===== src/rtl/core/vtsc_pkg.sv =====
// Types, constants and helpers of the temperature statistics core
package vtsc_pkg;

  localparam int COUNT_BITS  = 20;
  localparam int MONTH_SLOTS = 12;
  localparam int MIDX_W      = $clog2(MONTH_SLOTS);
  localparam int SUM_W       = COUNT_BITS + 8;
  localparam int MAG_W       = SUM_W - 1;
  localparam int Q_W         = 15;
  localparam int NUM_W       = MAG_W + 8;
  localparam int YEAR_W      = 14;
  localparam int MONTH_W     = 4;
  localparam int DAY_W       = 5;
  localparam int HOUR_W      = 5;
  localparam int MINUTE_W    = 6;
  localparam int TEMP_W      = 8;
  localparam int ERR_W       = 3;
  localparam int MEAN_W      = 16;
  localparam int TOTAL_W     = 20;
  localparam int MOD_W       = 9;
  localparam int STEP_W      = $clog2((Q_W > YEAR_W) ? Q_W : YEAR_W);

  localparam logic [COUNT_BITS-1:0] COUNT_MAX = '1;

  localparam logic [YEAR_W-1:0]   YEAR_MIN   = YEAR_W'(1000);
  localparam logic [YEAR_W-1:0]   YEAR_MAX   = YEAR_W'(9999);
  localparam logic [MOD_W:0]      LEAP_CYCLE = (MOD_W + 1)'(400);
  localparam logic [MOD_W-1:0]    CENT_0     = MOD_W'(0);
  localparam logic [MOD_W-1:0]    CENT_1     = MOD_W'(100);
  localparam logic [MOD_W-1:0]    CENT_2     = MOD_W'(200);
  localparam logic [MOD_W-1:0]    CENT_3     = MOD_W'(300);
  localparam logic [HOUR_W-1:0]   HOUR_MAX   = HOUR_W'(23);
  localparam logic [MINUTE_W-1:0] MINUTE_MAX = MINUTE_W'(59);
  localparam logic signed [TEMP_W-1:0] TEMP_MIN  = -TEMP_W'(99);
  localparam logic signed [TEMP_W-1:0] TEMP_MAX  = TEMP_W'(99);
  localparam logic signed [TEMP_W-1:0] LOW_INIT  = TEMP_W'(100);
  localparam logic signed [TEMP_W-1:0] HIGH_INIT = -TEMP_W'(100);

  localparam logic [MONTH_W-1:0] MONTH_FEB = MONTH_W'(2);
  localparam logic [MONTH_W-1:0] MONTH_APR = MONTH_W'(4);
  localparam logic [MONTH_W-1:0] MONTH_JUN = MONTH_W'(6);
  localparam logic [MONTH_W-1:0] MONTH_SEP = MONTH_W'(9);
  localparam logic [MONTH_W-1:0] MONTH_NOV = MONTH_W'(11);

  typedef enum logic [ERR_W-1:0] {
    ERR_OK     = 3'd0,
    ERR_YEAR   = 3'd1,
    ERR_MONTH  = 3'd2,
    ERR_DAY    = 3'd3,
    ERR_HOUR   = 3'd4,
    ERR_MINUTE = 3'd5,
    ERR_TEMP   = 3'd6
  } err_e;

  function automatic logic [DAY_W-1:0] month_days(logic [MONTH_W-1:0] m, logic leap);
    logic [DAY_W-1:0] d;
    if (m == MONTH_FEB) begin
      d = leap ? DAY_W'(29) : DAY_W'(28);
    end else if (m inside {MONTH_APR, MONTH_JUN, MONTH_SEP, MONTH_NOV}) begin
      d = DAY_W'(30);
    end else begin
      d = DAY_W'(31);
    end
    return d;
  endfunction

  function automatic logic [TOTAL_W-1:0] to_total(logic [COUNT_BITS-1:0] c);
    logic [63:0] w;
    w = 64'(c);
    return w[TOTAL_W-1:0];
  endfunction

endpackage


===== src/rtl/core/vtsc_in_if.sv =====
// Reading channel: valid, ready and the timestamped temperature
interface vtsc_in_if;
  import vtsc_pkg::*;

  logic                       valid;
  logic                       ready;
  logic [YEAR_W-1:0]          year_in;
  logic [MONTH_W-1:0]         month_in;
  logic [DAY_W-1:0]           day_in;
  logic [HOUR_W-1:0]          hour_in;
  logic [MINUTE_W-1:0]        minute_in;
  logic signed [TEMP_W-1:0]   temp_in;

  modport source (output valid, year_in, month_in, day_in, hour_in, minute_in, temp_in,
                  input ready);
  modport sink   (input valid, year_in, month_in, day_in, hour_in, minute_in, temp_in,
                  output ready);
endinterface


===== src/rtl/core/vtsc_out_if.sv =====
// Result channel: valid, ready, validity, error code and statistics
interface vtsc_out_if;
  import vtsc_pkg::*;

  logic                       valid;
  logic                       ready;
  logic                       accepted;
  logic [ERR_W-1:0]           error_code;
  logic signed [MEAN_W-1:0]   month_mean;
  logic signed [TEMP_W-1:0]   month_min;
  logic signed [TEMP_W-1:0]   month_max;
  logic [TOTAL_W-1:0]         month_total;
  logic signed [MEAN_W-1:0]   year_mean;
  logic signed [TEMP_W-1:0]   year_min;
  logic signed [TEMP_W-1:0]   year_max;
  logic [TOTAL_W-1:0]         year_total;

  modport source (output valid, accepted, error_code, month_mean, month_min, month_max,
                  month_total, year_mean, year_min, year_max, year_total,
                  input ready);
  modport sink   (input valid, accepted, error_code, month_mean, month_min, month_max,
                  month_total, year_mean, year_min, year_max, year_total,
                  output ready);
endinterface


===== src/rtl/core/validated_temperature_statistics_core.sv =====
// Temperature statistics core: validate readings, keep month and overall min/max/mean
// Flow: the year is reduced mod 400 one bit a cycle, then each mean is computed by a shared
// bit-serial divider, first the month mean and then the overall mean.
// One reading at a time: ready only when idle; the next transaction is taken while a result waits.
// Reset: asynchronous, active low; all stores empty, sums and counts zero, min 100, max -100.
module validated_temperature_statistics_core (
  input  logic      clk_i,
  input  logic      rst_ni,
  vtsc_in_if.sink   in_i,
  vtsc_out_if.source out_o
);
  import vtsc_pkg::*;

  localparam logic [2:0] S_IDLE  = 3'd0;
  localparam logic [2:0] S_MOD   = 3'd1;
  localparam logic [2:0] S_CHECK = 3'd2;
  localparam logic [2:0] S_LOAD  = 3'd3;
  localparam logic [2:0] S_DIV   = 3'd4;
  localparam logic [2:0] S_MEAN  = 3'd5;
  localparam logic [2:0] S_FIN   = 3'd6;

  logic [2:0]        state_q, state_d;
  logic [STEP_W-1:0] step_q;
  logic              phase_q;
  logic              out_valid_q;

  logic [YEAR_W-1:0]        year_q, yr_sh_q;
  logic [MONTH_W-1:0]       month_q;
  logic [DAY_W-1:0]         day_q;
  logic [HOUR_W-1:0]        hour_q;
  logic [MINUTE_W-1:0]      minute_q;
  logic signed [TEMP_W-1:0] temp_q;
  logic [MOD_W-1:0]         rmd_q;
  err_e                     err_q;

  logic signed [SUM_W-1:0]  m_sum_q  [MONTH_SLOTS];
  logic [COUNT_BITS-1:0]    m_cnt_q  [MONTH_SLOTS];
  logic signed [TEMP_W-1:0] m_low_q  [MONTH_SLOTS];
  logic signed [TEMP_W-1:0] m_high_q [MONTH_SLOTS];
  logic signed [SUM_W-1:0]  a_sum_q;
  logic [COUNT_BITS-1:0]    a_cnt_q;
  logic signed [TEMP_W-1:0] a_low_q, a_high_q;

  logic [COUNT_BITS-1:0]    den_q, rem_q;
  logic [Q_W-1:0]           num_q, quo_q;
  logic                     neg_q;
  logic [COUNT_BITS-1:0]    s_cnt_q;
  logic signed [TEMP_W-1:0] s_low_q, s_high_q;
  logic [COUNT_BITS-1:0]    mcnt_q;
  logic signed [TEMP_W-1:0] mlo_q, mhi_q;
  logic signed [MEAN_W-1:0] mm_q, ym_q;

  logic                     accepted_q;
  logic [ERR_W-1:0]         error_code_q;
  logic signed [MEAN_W-1:0] o_mm_q, o_ym_q;
  logic signed [TEMP_W-1:0] o_mlo_q, o_mhi_q, o_ylo_q, o_yhi_q;
  logic [TOTAL_W-1:0]       o_mtot_q, o_ytot_q;

  logic                     in_take, out_load;
  logic [MOD_W:0]           mod_t;
  logic [MOD_W-1:0]         rmd_d;
  logic [MIDX_W-1:0]        midx;
  logic                     month_ok, leap;
  err_e                     err_c;
  logic signed [SUM_W-1:0]  temp_ext;

  logic signed [SUM_W-1:0]  sel_sum;
  logic [COUNT_BITS-1:0]    sel_cnt;
  logic signed [TEMP_W-1:0] sel_low, sel_high;
  logic [SUM_W-1:0]         sel_abs;
  logic [NUM_W-1:0]         numer;

  logic [COUNT_BITS:0]      div_t, div_diff;
  logic                     div_ge;
  logic [MEAN_W-1:0]        quo_ext;
  logic signed [MEAN_W-1:0] mean_c;

  assign in_i.ready = (state_q == S_IDLE);
  assign in_take    = in_i.valid && in_i.ready;
  assign out_load   = (state_q == S_FIN) && (!out_valid_q || out_o.ready);

  // year mod 400, one bit a cycle
  assign mod_t = {rmd_q, yr_sh_q[YEAR_W-1]};
  assign rmd_d = (mod_t >= LEAP_CYCLE) ? MOD_W'(mod_t - LEAP_CYCLE) : mod_t[MOD_W-1:0];

  assign month_ok = (month_q != '0) && (month_q <= MONTH_W'(MONTH_SLOTS));
  assign midx     = MIDX_W'(month_q - MONTH_W'(1));
  assign leap     = (year_q[1:0] == 2'b00)
                    && (!(rmd_q inside {CENT_0, CENT_1, CENT_2, CENT_3}) || (rmd_q == CENT_0));
  assign temp_ext = {{(SUM_W - TEMP_W){temp_q[TEMP_W-1]}}, temp_q};

  always_comb begin
    if ((year_q < YEAR_MIN) || (year_q > YEAR_MAX)) begin
      err_c = ERR_YEAR;
    end else if (!month_ok) begin
      err_c = ERR_MONTH;
    end else if ((day_q == '0) || (day_q > month_days(month_q, leap))) begin
      err_c = ERR_DAY;
    end else if (hour_q > HOUR_MAX) begin
      err_c = ERR_HOUR;
    end else if (minute_q > MINUTE_MAX) begin
      err_c = ERR_MINUTE;
    end else if ((temp_q < TEMP_MIN) || (temp_q > TEMP_MAX)) begin
      err_c = ERR_TEMP;
    end else begin
      err_c = ERR_OK;
    end
  end

  always_comb begin
    if (phase_q) begin
      sel_sum  = a_sum_q;
      sel_cnt  = a_cnt_q;
      sel_low  = a_low_q;
      sel_high = a_high_q;
    end else if (month_ok) begin
      sel_sum  = m_sum_q[midx];
      sel_cnt  = m_cnt_q[midx];
      sel_low  = m_low_q[midx];
      sel_high = m_high_q[midx];
    end else begin
      sel_sum  = '0;
      sel_cnt  = '0;
      sel_low  = '0;
      sel_high = '0;
    end
  end

  assign sel_abs = sel_sum[SUM_W-1] ? SUM_W'(-sel_sum) : SUM_W'(sel_sum);
  assign numer   = {sel_abs[MAG_W-1:0], 8'b0} + NUM_W'(sel_cnt >> 1);

  // restoring division, one quotient bit a cycle
  assign div_t    = {rem_q, num_q[Q_W-1]};
  assign div_ge   = (div_t >= {1'b0, den_q});
  assign div_diff = div_t - {1'b0, den_q};

  assign quo_ext = {{(MEAN_W - Q_W){1'b0}}, quo_q};
  assign mean_c  = (s_cnt_q == '0) ? '0 : (neg_q ? MEAN_W'(-quo_ext) : MEAN_W'(quo_ext));

  always_comb begin
    state_d = state_q;
    case (state_q)
      S_IDLE:  if (in_take) state_d = S_MOD;
      S_MOD:   if (step_q == STEP_W'(YEAR_W - 1)) state_d = S_CHECK;
      S_CHECK: state_d = S_LOAD;
      S_LOAD:  state_d = S_DIV;
      S_DIV:   if (step_q == STEP_W'(Q_W - 1)) state_d = S_MEAN;
      S_MEAN:  state_d = phase_q ? S_FIN : S_LOAD;
      S_FIN:   if (out_load) state_d = S_IDLE;
      default: state_d = S_IDLE;
    endcase
  end

  always_ff @(posedge clk_i or negedge rst_ni) begin
    if (!rst_ni) begin
      state_q     <= S_IDLE;
      step_q      <= '0;
      phase_q     <= 1'b0;
      out_valid_q <= 1'b0;
      a_sum_q     <= '0;
      a_cnt_q     <= '0;
      a_low_q     <= LOW_INIT;
      a_high_q    <= HIGH_INIT;
      for (int i = 0; i < MONTH_SLOTS; i++) begin
        m_sum_q[i]  <= '0;
        m_cnt_q[i]  <= '0;
        m_low_q[i]  <= LOW_INIT;
        m_high_q[i] <= HIGH_INIT;
      end
    end else begin
      state_q <= state_d;
      if (out_load) begin
        out_valid_q <= 1'b1;
      end else if (out_o.ready) begin
        out_valid_q <= 1'b0;
      end
      case (state_q)
        S_IDLE: begin
          step_q  <= '0;
          phase_q <= 1'b0;
        end
        S_MOD:  step_q <= step_q + STEP_W'(1);
        S_LOAD: step_q <= '0;
        S_DIV:  step_q <= step_q + STEP_W'(1);
        S_MEAN: phase_q <= 1'b1;
        S_CHECK: begin
          if (err_c == ERR_OK) begin
            if (m_cnt_q[midx] != COUNT_MAX) begin
              m_sum_q[midx] <= m_sum_q[midx] + temp_ext;
              m_cnt_q[midx] <= m_cnt_q[midx] + COUNT_BITS'(1);
            end
            if (temp_q < m_low_q[midx])  m_low_q[midx]  <= temp_q;
            if (temp_q > m_high_q[midx]) m_high_q[midx] <= temp_q;
            if (a_cnt_q != COUNT_MAX) begin
              a_sum_q <= a_sum_q + temp_ext;
              a_cnt_q <= a_cnt_q + COUNT_BITS'(1);
            end
            if (temp_q < a_low_q)  a_low_q  <= temp_q;
            if (temp_q > a_high_q) a_high_q <= temp_q;
          end
        end
        default: ;
      endcase
    end
  end

  always_ff @(posedge clk_i) begin
    if (in_take) begin
      year_q   <= in_i.year_in;
      yr_sh_q  <= in_i.year_in;
      month_q  <= in_i.month_in;
      day_q    <= in_i.day_in;
      hour_q   <= in_i.hour_in;
      minute_q <= in_i.minute_in;
      temp_q   <= in_i.temp_in;
      rmd_q    <= '0;
    end
    if (state_q == S_MOD) begin
      rmd_q   <= rmd_d;
      yr_sh_q <= {yr_sh_q[YEAR_W-2:0], 1'b0};
    end
    if (state_q == S_CHECK) begin
      err_q <= err_c;
    end
    if (state_q == S_LOAD) begin
      den_q    <= sel_cnt;
      rem_q    <= numer[NUM_W-1:Q_W];
      num_q    <= numer[Q_W-1:0];
      quo_q    <= '0;
      neg_q    <= sel_sum[SUM_W-1];
      s_cnt_q  <= sel_cnt;
      s_low_q  <= (sel_cnt == '0) ? '0 : sel_low;
      s_high_q <= (sel_cnt == '0) ? '0 : sel_high;
    end
    if (state_q == S_DIV) begin
      rem_q <= div_ge ? div_diff[COUNT_BITS-1:0] : div_t[COUNT_BITS-1:0];
      num_q <= {num_q[Q_W-2:0], 1'b0};
      quo_q <= {quo_q[Q_W-2:0], div_ge};
    end
    if (state_q == S_MEAN) begin
      if (phase_q) begin
        ym_q <= mean_c;
      end else begin
        mm_q   <= mean_c;
        mcnt_q <= s_cnt_q;
        mlo_q  <= s_low_q;
        mhi_q  <= s_high_q;
      end
    end
    if (out_load) begin
      accepted_q   <= (err_q == ERR_OK);
      error_code_q <= err_q;
      o_mm_q       <= mm_q;
      o_mlo_q      <= mlo_q;
      o_mhi_q      <= mhi_q;
      o_mtot_q     <= to_total(mcnt_q);
      o_ym_q       <= ym_q;
      o_ylo_q      <= s_low_q;
      o_yhi_q      <= s_high_q;
      o_ytot_q     <= to_total(s_cnt_q);
    end
  end

  assign out_o.valid       = out_valid_q;
  assign out_o.accepted    = accepted_q;
  assign out_o.error_code  = error_code_q;
  assign out_o.month_mean  = o_mm_q;
  assign out_o.month_min   = o_mlo_q;
  assign out_o.month_max   = o_mhi_q;
  assign out_o.month_total = o_mtot_q;
  assign out_o.year_mean   = o_ym_q;
  assign out_o.year_min    = o_ylo_q;
  assign out_o.year_max    = o_yhi_q;
  assign out_o.year_total  = o_ytot_q;

endmodule


===== src/flat_wrapper.sv =====
// flat-port wrapper written by rule: the top's interface ports become plain ports
module validated_temperature_statistics_core_flat import vtsc_pkg::*;
  (clk_i, rst_ni, in_i_valid, in_i_year_in, in_i_month_in, in_i_day_in, in_i_hour_in, in_i_minute_in, in_i_temp_in, in_i_ready, out_o_valid, out_o_accepted, out_o_error_code, out_o_month_mean, out_o_month_min, out_o_month_max, out_o_month_total, out_o_year_mean, out_o_year_min, out_o_year_max, out_o_year_total, out_o_ready);
  vtsc_in_if in_i_i ();
  vtsc_out_if out_o_i ();
  input  logic clk_i;
  input  logic rst_ni;
  input wire logic [$bits(in_i_i.valid)-1:0] in_i_valid;
  input wire logic [$bits(in_i_i.year_in)-1:0] in_i_year_in;
  input wire logic [$bits(in_i_i.month_in)-1:0] in_i_month_in;
  input wire logic [$bits(in_i_i.day_in)-1:0] in_i_day_in;
  input wire logic [$bits(in_i_i.hour_in)-1:0] in_i_hour_in;
  input wire logic [$bits(in_i_i.minute_in)-1:0] in_i_minute_in;
  input wire logic [$bits(in_i_i.temp_in)-1:0] in_i_temp_in;
  output wire logic [$bits(in_i_i.ready)-1:0] in_i_ready;
  output wire logic [$bits(out_o_i.valid)-1:0] out_o_valid;
  output wire logic [$bits(out_o_i.accepted)-1:0] out_o_accepted;
  output wire logic [$bits(out_o_i.error_code)-1:0] out_o_error_code;
  output wire logic [$bits(out_o_i.month_mean)-1:0] out_o_month_mean;
  output wire logic [$bits(out_o_i.month_min)-1:0] out_o_month_min;
  output wire logic [$bits(out_o_i.month_max)-1:0] out_o_month_max;
  output wire logic [$bits(out_o_i.month_total)-1:0] out_o_month_total;
  output wire logic [$bits(out_o_i.year_mean)-1:0] out_o_year_mean;
  output wire logic [$bits(out_o_i.year_min)-1:0] out_o_year_min;
  output wire logic [$bits(out_o_i.year_max)-1:0] out_o_year_max;
  output wire logic [$bits(out_o_i.year_total)-1:0] out_o_year_total;
  input wire logic [$bits(out_o_i.ready)-1:0] out_o_ready;
  assign in_i_i.valid = in_i_valid;
  assign in_i_i.year_in = in_i_year_in;
  assign in_i_i.month_in = in_i_month_in;
  assign in_i_i.day_in = in_i_day_in;
  assign in_i_i.hour_in = in_i_hour_in;
  assign in_i_i.minute_in = in_i_minute_in;
  assign in_i_i.temp_in = in_i_temp_in;
  assign in_i_ready = in_i_i.ready;
  assign out_o_valid = out_o_i.valid;
  assign out_o_accepted = out_o_i.accepted;
  assign out_o_error_code = out_o_i.error_code;
  assign out_o_month_mean = out_o_i.month_mean;
  assign out_o_month_min = out_o_i.month_min;
  assign out_o_month_max = out_o_i.month_max;
  assign out_o_month_total = out_o_i.month_total;
  assign out_o_year_mean = out_o_i.year_mean;
  assign out_o_year_min = out_o_i.year_min;
  assign out_o_year_max = out_o_i.year_max;
  assign out_o_year_total = out_o_i.year_total;
  assign out_o_i.ready = out_o_ready;
  validated_temperature_statistics_core u_core (.clk_i(clk_i), .rst_ni(rst_ni), .in_i(in_i_i), .out_o(out_o_i));
endmodule

===== config.mk =====
export PLATFORM = sky130hd
export DESIGN_NAME = validated_temperature_statistics_core_flat
export DESIGN_NICKNAME = d
export VERILOG_FILES = /design/src/rtl/core/vtsc_pkg.sv /design/src/rtl/core/vtsc_in_if.sv /design/src/rtl/core/vtsc_out_if.sv /design/src/rtl/core/validated_temperature_statistics_core.sv /design/src/flat_wrapper.sv
export SDC_FILE = /design/constraint.sdc
export NUM_CORES = 2
export LEC_CHECK = 0
export ABC_CLOCK_PERIOD_IN_PS = 11860
export BUFFER_PORTS_ARGS = -buffer_cell sky130_fd_sc_hd__buf_2
export CELL_PAD_IN_SITES_DETAIL_PLACEMENT = 2
export CELL_PAD_IN_SITES_GLOBAL_PLACEMENT = 2
export CORE_UTILIZATION = 49
export DETAILED_ROUTE_END_ITERATION = 10
export PLACE_DENSITY = 0.83
export SKIP_CTS_REPAIR_TIMING = 1
export SLEW_MARGIN = 20
export SYNTH_ARGS = -nofsm -noshare
export SYNTH_HDL_FRONTEND = slang
export SYNTH_SLANG_ARGS = --single-unit
export TNS_END_PERCENT = 1

===== constraint.sdc =====
create_clock -name clk_i -period 11.86 [get_ports clk_i]
set_clock_uncertainty 0.2 [all_clocks]
set_input_delay 0.593 -clock clk_i [delete_from_list [all_inputs] [get_ports clk_i]]
set_output_delay 0.593 -clock clk_i [all_outputs]
set_load 0.02 [all_outputs]

==> out/metrics.cfg <==
[placement]
portBuffers=150
gp_congestion=0.813
dp_hpwl_mm=122

[setup_path]
arrival_ns=12.19
cp.buffers_inverters=3
worstSetupPathDepth=20
cpPeakStageDelay_ns=2.45
r2r_start=u_core.month_q[0]
critPathTopFamily=compound AO/OA/AOI/OAI gates
cp_cell_sequence=buf_12 > inv_1 > ha_1 > xnor2_4 > buf_4 > nand3_1 > o221ai_1 > fa_1 > a21o_1 > a21oi_1 > o21bai_1 > a21oi_1 > o21ba_2 > o311ai_0 > a31oi_1 > nand2b_1 > a21oi_1 > o41ai_1 > xnor2_1 > mux2_2
cp_slowest_cell=o311ai_0
reg2regPathDepth=20
r2r-end=u_core.m_sum_q[222]
critPathCaptureType=flip-flop
cp_data_required_time_ns=12.40
worst-path-max-fanout=81
critPathKind=flip-flop to flip-flop
rrSetupSlack_ns=0.20
cp_common_cell=a21oi_1
cp-start-kind=flip-flop

[timing]
fin_tns_setup_ns=0
hold_viol=0
worstMarginPinSlew_ns=3.12
setup_viol=0
fmax_ghz=0.0858
slew_headroom=-1.10
maxSlewViolCount=2
min_period_ns=11.66
holdWs_ns=0.0323
post-route-period-util=0.983
rsz0062_at_grt=no

[final_layout]
fill_cells=10200
drive_gt1_frac=0.333
regArea_mm2=0.0309
utilization=0.557
nets=4529
area_delta_synth_final_pct=12.1
multi_input_area_mm2=0.0245

[routing]
drc=0
ant_nets=0
routedWlPerCell_um=46.6
wl_mm=278
viasPerCell=7.58
dr_total_vias=45300
firstDrtPassIters=8
drtIter0Drc=5682

[pwr]
switchingPower_mw=5.05
swShare=0.382
power_mw=13.2
p_per_area_mw_per_mm2=207
p_int_mw=8.17
clock_power_share=0.354
combPwrFrac=0.264
ir_drop_mv=0.129
seqPwrFrac=0.382
power.leakage_nw=28.7

[clock_network]
clk_latency_ns=0.85
cts_buffers=133
clock_path_buffers=3
clock-sinks=1166
cts_tree=built
htreeDepth=4
clk_pin_slew_ns=0.07
root_buffer=clkbuf_16

[synth]
synth_area_mm2=0.0571
syn_inst=4209
ys.flop_type=dfrtp_1
synth_area_leader_cell=dfrtp_1
ys_seq_area_frac=0.541
synth_top_area_share=0.329
ys_types=106
yosys_register_bits=1166
synth.top_cells.by_area=dfrtp_1, edfxtp_1, mux2_2
async_flop_share=0.721
yosysWarnings=0
syn_nets=4394
synth_edf_count=323
synth_area_per_cell_um2=13.6

[grt]
first_global_vias=46600
grt_pass1_wl_mm=338
antenna_found_initial=23
grt_max_degree=148
grt_usage=0.392
overflow=0

[job]
cap_violations=1

[die]
start_util=0.497
io_pins=156
die_h_um=343
die_width_um=343
dieArea_mm2=0.118
coreArea_mm2=0.115
rows=124

[outcome]
status=finished with violations
violations=capacitance limit, slew limit

[min_path]
worstHoldStart=out_o_ready
min_delay_path_depth=3
hp-class=input pin to flip-flop
holdPathEnd=u_core.out_o.valid

==> worst max-delay path by stage <==
stage / endpoint / start / slack (ns)
finish: u_core.m_sum_q[222] / u_core.month_q[0] / 0.20
global route: u_core.m_sum_q[250] / u_core.month_q[0] / 0.41
CTS: u_core.rem_q[13] / u_core.month_q[0] / 2.73
detailed placement: u_core.rem_q[13] / u_core.month_q[0] / 3.53
global placement: u_core.rem_q[15] / u_core.month_q[0] / 3.92
floorplan: u_core.m_high_q[0] / u_core.month_q[0] / 3.94
==> power groups by stage <==
stage	clock [mW]	sequential, mW	combinational (mW)
4_1_cts	4.47	4.96	3.07
2_1_floorplan	0	4.89	1.87
3_5_place_dp	0	4.99	2.82
5_1_grt	4.77	5.03	3.51
6_report	4.68	5.05	3.49
3_3_place_gp	0	4.92	2.55
==> synthesized netlist by cell type (all sizes together), types with 15 or more instances <==
library cell	count
a211oi	16
a21o	41
a21oi	115
a22o	48
a22oi	17
a31oi	31
and2	30
and3	20
buf	122
clkbuf	150
dfrtp	750
dfstp	91
edfxtp	323
ha	135
inv	85
mux2	724
mux2i	46
mux4	192
nand2	289
nand2b	23
nand3	71
nand4	68
nor2	135
nor2b	41
nor3	44
nor4	17
o211ai	19
o21a	20
o21ai	220
o31ai	15
xnor2	108
xor2	62
==> per-layer routing <==
| metal | wire length (um) | track usage | part of all wire |
|---|---|---|---|
| met4 | 27800 | 0.227 | 0.10 |
| met3 | 28000 | 0.0897 | 0.10 |
| met5 | 445 | 0 | 0.0016 |
| met1 | 93800 | 0.455 | 0.34 |
| met2 | 128000 | 0.666 | 0.46 |
==> cell usage in the layout, fill, tap and decap left out, types with 20 or more instances in the layout <==
| master | instances |
|---|---|
| dfrtp_1 | 749 |
| mux2_2 | 686 |
| edfxtp_1 | 323 |
| nand2_1 | 279 |
| o21ai_0 | 212 |
| mux4_2 | 185 |
| buf_2 | 149 |
| clkbuf_16 | 142 |
| ha_1 | 134 |
| nor2_1 | 130 |
| a21oi_1 | 113 |
| xnor2_1 | 102 |
| dfstp_2 | 91 |
| inv_1 | 83 |
| buf_4 | 79 |
| nand4_1 | 66 |
| nand3_1 | 65 |
| xor2_1 | 60 |
| a22o_1 | 46 |
| mux2i_1 | 43 |
| nor2b_1 | 41 |
| nor3_1 | 40 |
| a21o_1 | 40 |
| mux2_1 | 38 |
| dlygate4sd3_1 | 38 |
| a31oi_1 | 31 |
| clkbuf_1 | 31 |
| and2_1 | 29 |
| clkbuf_8 | 22 |
| nand2b_1 | 21 |
| and3_1 | 20 |
| o21a_1 | 20 |
==> sequential cells by signal, indices dropped and copies added, names as in the netlist, 28 cells and up <==
register         count
u_core.m_sum_q     336
u_core.m_low_q      96
u_core.m_cnt_q     240
u_core.a_sum_q      28
u_core.m_high_q     96
==> final cells by class <==
type                       count  area share
antenna                       10    0.000391
tap                         1512      0.0296
timing repair buffer         272      0.0283
clock buffer                 195      0.0621
sequential                  1166       0.483
clock inverter                45     0.00917
inverter                      86     0.00508
multi-input combinational   2685       0.382
==> worst min-delay path, cell delays in order <==
cell and delay [ns]:
buf_2 0.08, nor2b_1 0.14, nand2b_1 0.20
==> logic make-up (layout without fill, tap and decap cells) <==
| group | count (synthesis) | after routing | synth area share |
|---|---|---|---|
| other | 0 | 10 | 0 |
| muxes | 962 | 962 | 0.227 |
| xor gates and xnor gates | 170 | 170 | 0.0265 |
| buffers and inverters | 358 | 598 | 0.0334 |
| adders and majority gates | 139 | 139 | 0.0310 |
| DFF | 1166 | 1166 | 0.541 |
| and+or+nand+nor | 779 | 779 | 0.0678 |
| AOI/OAI and AO/OA | 635 | 635 | 0.0728 |
==> through the flow <==
stage	area, um^2	std cells	setup WS (ns)
after global placement	58900	5680	3.92
after floorplan	57100	4209	3.94
after CTS	63500	5920	2.73
final	64000	5971	0.203
after global routing	64000	5961	0.412
after detailed placement	58900	5680	3.53
Note: power is estimated with default switching activity, not from simulation.
